## src/rtl/assert_macros.svh

```systemverilog
// ----------------------------------------------------------------------------
// assert_macros.svh
// Shared concurrent assertion macros, clocked on i_clk, off during reset.
// ----------------------------------------------------------------------------
`ifndef ASSERT_MACROS_SVH
`define ASSERT_MACROS_SVH

// same-cycle implication
`define TBS_ASSERT(lbl, ante, cons, msg) \
    lbl: assert property (@(posedge i_clk) disable iff (!i_rst_n) (ante) |-> (cons)) \
        else $error(msg);

// next-cycle implication
`define TBS_ASSERT_NEXT(lbl, ante, cons, msg) \
    lbl: assert property (@(posedge i_clk) disable iff (!i_rst_n) (ante) |=> (cons)) \
        else $error(msg);

`endif

```

## src/rtl/tbs_pkg.sv

```systemverilog
// ----------------------------------------------------------------------------
// tbs_pkg
// Types and codes shared by the bound smoothing block.
// ----------------------------------------------------------------------------
package tbs_pkg;

    localparam logic [1:0] REQ_WRITE = 2'd0;
    localparam logic [1:0] REQ_READ  = 2'd1;
    localparam logic [1:0] REQ_RUN   = 2'd2;

    localparam logic CFG_MSIZE = 1'b0;
    localparam logic CFG_MAXP  = 1'b1;

    localparam logic [9:0] MAXP_RESET  = 10'd300;
    localparam logic [4:0] MSIZE_RESET = 5'd16;

    // cached entries of one triple i<j<k
    localparam logic [2:0] SL_IJ = 3'd0;
    localparam logic [2:0] SL_JI = 3'd1;
    localparam logic [2:0] SL_IK = 3'd2;
    localparam logic [2:0] SL_KI = 3'd3;
    localparam logic [2:0] SL_JK = 3'd4;
    localparam logic [2:0] SL_KJ = 3'd5;

    localparam logic [3:0] SLOT_LAST = 4'd5;
    localparam logic [3:0] STEP_LAST = 4'd8;
    localparam logic [3:0] RD_END    = 4'd6;

    typedef enum logic [3:0] {
        ST_IDLE,
        ST_RD,
        ST_PASS,
        ST_TRD,
        ST_CALC,
        ST_TWR,
        ST_NEXT,
        ST_PEND,
        ST_SU,
        ST_SL,
        ST_SC,
        ST_DONE
    } t_state;

    typedef struct packed {
        logic [2:0] idx;
        logic       chg;
        logic       bad;
    } t_step_st;

endpackage

```

## src/rtl/tbs_step.sv

```systemverilog
// ----------------------------------------------------------------------------
// tbs_step
// One triangle step on the cached triple: saturating sum or difference,
// tighten or raise of one entry, and the consistency check.
// ----------------------------------------------------------------------------
module tbs_step #(
    parameter int VB = 32
) (
    input  logic signed [VB-1:0] i_v [6],
    input  logic [3:0]           i_step,
    output logic signed [VB-1:0] o_new,
    output tbs_pkg::t_step_st    o_st
);
    import tbs_pkg::*;

    logic [2:0]          ia, ib, it, il;
    logic                is_sub, is_up;
    logic signed [VB:0]  s;
    logic signed [VB-1:0] d, t;
    logic                chg;

    always_comb begin
        ia = SL_IK; ib = SL_JK; it = SL_IJ; il = SL_JI; is_sub = 1'b0; is_up = 1'b1;
        case (i_step)
            4'd0: begin ia = SL_IK; ib = SL_JK; it = SL_IJ; il = SL_JI; end
            4'd1: begin ia = SL_IJ; ib = SL_JK; it = SL_IK; il = SL_KI; end
            4'd2: begin ia = SL_IJ; ib = SL_IK; it = SL_JK; il = SL_KJ; end
            4'd3: begin ia = SL_KI; ib = SL_JK; it = SL_JI; is_sub = 1'b1; is_up = 1'b0; end
            4'd4: begin ia = SL_KJ; ib = SL_IK; it = SL_JI; is_sub = 1'b1; is_up = 1'b0; end
            4'd5: begin ia = SL_JI; ib = SL_JK; it = SL_KI; is_sub = 1'b1; is_up = 1'b0; end
            4'd6: begin ia = SL_KJ; ib = SL_IJ; it = SL_KI; is_sub = 1'b1; is_up = 1'b0; end
            4'd7: begin ia = SL_JI; ib = SL_IK; it = SL_KJ; is_sub = 1'b1; is_up = 1'b0; end
            4'd8: begin ia = SL_KI; ib = SL_IJ; it = SL_KJ; is_sub = 1'b1; is_up = 1'b0; end
            default: begin ia = SL_IK; end
        endcase
    end

    always_comb begin
        if (is_sub) s = {i_v[ia][VB-1], i_v[ia]} - {i_v[ib][VB-1], i_v[ib]};
        else        s = {i_v[ia][VB-1], i_v[ia]} + {i_v[ib][VB-1], i_v[ib]};
        if (s[VB] != s[VB-1]) d = s[VB] ? {1'b1, {(VB-1){1'b0}}} : {1'b0, {(VB-1){1'b1}}};
        else                  d = s[VB-1:0];
        t   = i_v[it];
        chg = is_up ? (t > d) : (t < d);
        o_new       = chg ? d : t;
        o_st.idx    = it;
        o_st.chg    = chg;
        o_st.bad    = is_up && (i_v[il] > d);
    end
endmodule

```

## config.mk

```make
export PLATFORM = sky130hd
export DESIGN_NAME = tbs_step
export DESIGN_NICKNAME = d
export VERILOG_FILES = /design/src/rtl/assert_macros.svh /design/src/rtl/tbs_pkg.sv /design/src/rtl/tbs_step.sv
export SDC_FILE = /design/constraint.sdc
export NUM_CORES = 1
export LEC_CHECK = 0
export ABC_AREA = 1
export BUFFER_PORTS_ARGS = -buffer_cell sky130_fd_sc_hd__buf_4
export CAP_MARGIN = 10
export CELL_PAD_IN_SITES_DETAIL_PLACEMENT = 1
export CELL_PAD_IN_SITES_GLOBAL_PLACEMENT = 1
export CORE_UTILIZATION = 33
export DETAILED_ROUTE_END_ITERATION = 6
export PLACE_DENSITY = 0.91
export SYNTH_ARGS = -nofsm -noshare
export SYNTH_HDL_FRONTEND = slang
export SYNTH_SLANG_ARGS = --single-unit
export TNS_END_PERCENT = 10
```

## constraint.sdc

```tcl
create_clock -name vclk -period 9.3
set_input_delay 1.86 -clock vclk [all_inputs]
set_output_delay 1.86 -clock vclk [all_outputs]
set_load 0.05 [all_outputs]
```

==> reports/results.tsv, run 1 <==
stage	metric	value	unit
run_status	status	stopped before the end	
run_status	stopping stage	global routing	
run_status	Stop Error	[ERROR GRT-0183] Net net509: the 3D maze router ran out of legal paths (heap underflow) - the net is boxed in by local congestion or blockages.	
synthesis	yosys warns	0	
synthesis	mapped cell area	0.00891	sq mm
die	die width	166	microns
synthesis	Seq/Total Area, Yosys	0	%
synthesis	Syn Area/Cell	5.03	sq um
placed_design	final RePlAce weighted congestion	1.05	
cts	cts hold-fix bufs	0	
die	I/O Pins	233	
synthesis	Mapped Nets	2067	
placed_design	dpl cells	2609	
placed_design	PortBufs	233	
die	Die H	166	microns
die	row count	59	
die	Starting Density	33.9	%
global_route	largest net degree at the start of global routing	56	
synthesis	Gate Count Post-Synth	1771	
placed_design	hpwl dp	52.1	mm
synthesis	library cells used by synthesis	43	
## Yosys cell counts (all sizes together)
cell / instances / area share, %
a21oi: 125 / 7.0
nand3: 132 / 7.5
xnor2: 15 / 1.5
o2111ai: 1 / 0.098
a21o: 4 / 0.34
mux2i: 4 / 0.45
a31oi: 10 / 0.70
o21a: 2 / 0.17
nor4: 9 / 0.63
o21ai: 262 / 15
and2: 1 / 0.070
o22ai: 4 / 0.28
a41o: 1 / 0.11
nand2: 555 / 24
a21boi: 4 / 0.34
inv: 208 / 8.8
nand4: 12 / 0.84
clkinv: 1 / 0.042
a2111oi: 1 / 0.098
fa: 1 / 0.22
nand3b: 20 / 1.7
xor2: 19 / 1.9
ha: 99 / 14
or2: 2 / 0.14
o2111a: 1 / 0.13
a221oi: 2 / 0.20
nor3b: 1 / 0.084
clkbuf: 62 / 2.6
nor3: 7 / 0.39
a211oi: 2 / 0.17
buf: 31 / 2.3
o211ai: 34 / 2.9
o31ai: 2 / 0.17
nor2: 132 / 5.7
o21bai: 5 / 0.42
## repair_timing
item                                   in CTS
setup endpoints to repair                  34
pin swaps                                  52
cloned                                      8
setup buffers                              42
gates resized for setup                   227
endpoints found under the hold margin       0
## through the flow
| stage | worst slack, ps | hold WS, ps | area, sq um |
|---|---|---|---|
| after floorplan | -51.6 | 4160 | 9450 |
| after global placement | -1080 | 4520 | 14000 |
| after detailed placement | -1870 | 4560 | 14000 |
| after CTS | -1190 | 4510 | 15400 |
## kinds of logic after synthesis
kind of cell | synth area share [%]
simple gates | 40.6
compound gates | 27.8
buf+inv | 13.7
fa+ha+maj | 14.1
xor+xnor | 3.34
mux | 0.449
==> inputs of run 2 (changes only) <==
- CELL_PAD_IN_SITES_DETAIL_PLACEMENT: 1 -> unset
- CELL_PAD_IN_SITES_GLOBAL_PLACEMENT: 1 -> unset
- CORE_UTILIZATION: 33 -> 40
- PLACE_DENSITY: 0.91 -> unset
- PLACE_DENSITY_LB_ADDON: unset -> 0.15
- clock period: 9.3 -> 12.1 ns (I/O delays scaled with it)
==> run 2 against run 1 <==
The run now ends clean. Synthesized area unchanged. Synthesized cell count unchanged.
==> reports/results.tsv, run 2 <==
stage	metric	value	unit	change
final_layout	commonest cells after routing, fill and taps aside	537 x nand2_1, 396 x buf_4, 247 x o21ai_0, 200 x inv_1, 123 x nand3_1		
drt	vias per cell	5.66		
die	I/O Pins	233		unchanged
pwr	Switch Pwr	2.29	mW	
synthesis	most numerous cell in the Yosys netlist	nand2_1		
global_route	largest net degree at the start of global routing	94		
critical_path	CP Capture Type	output port		
global_route	antenna violations before repair	0		
drt	antenna viol nets, final	0		
run_status	status	completed		
final_layout	utilization after layout	58.5	%	
timing	worst setup margin	292	ps	
drt	DRT iter0 DRCs	1457		
flow_run	Max Cap Viol	0		
die	die width	151	microns	-9.1%
hold_path	hold path depth	6		
drt	First-pass DRT Iterations	6		
pwr	Worst VDD drop	0.238	mV	
synthesis	yosys warns	0		unchanged
pwr	clock share of power	0	%	
synthesis	synth cell count leaders	548 x nand2_1, 256 x o21ai_0, 204 x inv_1		
critical_path	Worst EP arrival	9390	ps	
timing	RSZ-0062 raised after global routing	yes		
final_layout	commonest non-fill, non-tap cell in the layout	nand2_1		
synthesis	library cells used by synthesis	43		unchanged
pwr	Overall Power	3.78	mW	
final_layout	Non-Filler Instances	2396		
synthesis	Gate Count Post-Synth	1771		unchanged
drt	final wirelength	46.4	mm	
pwr	switching portion of total power	60.5	%	
timing	Worst slew margin	26.4	%	
pwr	combinational share of power	100.0	%	
global_route	grt ovf	0		
pwr	Pwr per Cell Area	296	mW/mm^2	
synthesis	leading area contributor after synthesis	nand2_1		
drt	post-DR wirelength/cell	19.4	microns	
die	Die ar.	0.0229	sq mm	
final_layout	# fillers	2277		
final_layout	Antenna Cells	0		
placed_design	final RePlAce weighted congestion	1.02		-2.7%
critical_path	crit path kind	input port to output port		
hold_path	Hold Crit Start	i_v[48]		
hold_path	hold endpoint	o_new[16]		
timing	Max Slew Vio Count	0		
global_route	vias in the first global route	11853		
die	core area	0.0218	sq mm	
final_layout	clock buf count	0		
pwr	sequential share of power	0	%	
placed_design	dpl cells	2381		-8.7%
drt	routed vias	13559		
final_layout	Multi-input gate area	0.00803	sq mm	
critical_path	Crit-path slowest cell	ha_1		
pwr	Lkg Pwr	6.85	nW	
synthesis	Mapped Nets	2067		unchanged
die	Die H	151	microns	-9.1%
timing	hold_ws	5570	ps	
placed_design	dpl ws	-215	ps	+1660 ps
placed_design	hpwl dp	37.5	mm	-28%
timing	Final Critical Period	11810	ps	
cts	cts hold-fix bufs	0		unchanged
hold_path	Hold WC Path Type	input port to output port		
critical_path	crit path launch	i_step[2]		
synthesis	Seq/Total Area, Yosys	0	%	unchanged
critical_path	crit-path max cell delay	290	ps	
die	row count	54		-8.5%
placed_design	dpl cell area	0.0122	sq mm	-13%
synthesis	Syn Area/Cell	5.03	sq um	unchanged
critical_path	worst-path fanout max	14		
timing	part of the cycle the worst path needs	97.6	%	
final_layout	post-route cell area	0.0128	sq mm	
timing	final hold violations	0		
final_layout	synthesis-to-layout area growth	43.2	%	
critical_path	Crit path top cell by count	nand2_1		
timing	Fmax achieved	84.7	MHz	
timing	Final Setup Violations	0		
final_layout	layout cells sized above 1	24.9	%	
critical_path	data required time of the worst path	9680	ps	
final_layout	FF+latch count	0		
critical_path	CP Launch Type	input port		
drt	DRC viols	0		
global_route	total track usage	38.6	%	
global_route	first-pass GRT wire length	67.3	mm	
final_layout	Nets	2414		
synthesis	Synth area leaders	nand2_1 23%, o21ai_0 14%, ha_1 14%		
timing	setup TNS	0	ps	
placed_design	PortBufs	233		unchanged
final_layout	FF+latch area	0	sq um	
pwr	cell internal pwr	1.49	mW	
synthesis	top cell type's share of synthesized area	23.1	%	unchanged
timing	worst slew pin tran	1090	ps	
die	Starting Density	40.8	%	+6.9 points
synthesis	mapped cell area	0.00891	sq mm	unchanged
==> run 2: cell counts after synthesis <==
No cell type changed its count.
==> run 2: critical path, delay by kind of cell <==
family                   cells  cell delay [ps]
AND/OR/NAND/NOR             29             3180
XOR/XNOR                     1              180
adder cells (fa/ha/maj)      3              870
buffers and inverters       13             1640
AO/OA/AOI/OAI                6             1040
==> run 2: worst max path at each step <==
stage / endpoint / slack, ps / depth (start not counted)
finish: o_new[29] / 290 / 52
global route: o_new[15] / -150 / 53
CTS: o_new[8] / 40 / 50
detailed placement: o_new[8] / -220 / 52
global placement: o_new[29] / -240 / 48
floorplan: o_st[0] / 430 / 37
==> run 2: cell type report <==
| class | instances | area share [%] |
|---|---|---|
| Inverter | 209 | 6.18 |
| Timing Repair Buffer | 438 | 28.2 |
| Tap cell | 280 | 2.74 |
| Multi-Input combinational cell | 1469 | 62.9 |
==> run 2: kinds of logic after synthesis <==
kind of cell | share of synthesized area, %
AOI/OAI and AO/OA | 27.8
xor gates and xnor gates | 3.34
adders and majority gates | 14.1
buffers and inverters | 13.7
muxes | 0.449
and+or+nand+nor | 40.6
==> run 2: routing by layer <==
metal / vias to the layer above / share of wire [%] / GRT usage, %
met5: - / 0 / 0
met1: 6146 / 45 / 57.7
li1: 6564 / - / -
met2: 778 / 41 / 57.4
met3: 71 / 12 / 6.60
met4: 0 / 1.9 / 6.30
==> run 2: power by group through the flow <==
stage               Combinational, mW  Clock [mW]  Sequential [mW]
global route                     4.07           0                0
finish                           3.78           0                0
global placement                 3.41           0                0
CTS                              3.46           0                0
detailed placement               3.44           0                0
floorplan                        2.07           0                0
==> run 2: timing repair <==
action / 4_1_cts / 5_1_grt
endpoints found under the setup margin: 34 / 34
buffers inserted: 1 / 11
pin swaps: 1 / 27
gates resized for setup: 11 / 117
cloned: 0 / 3
Power figures use the tool's default switching activity.
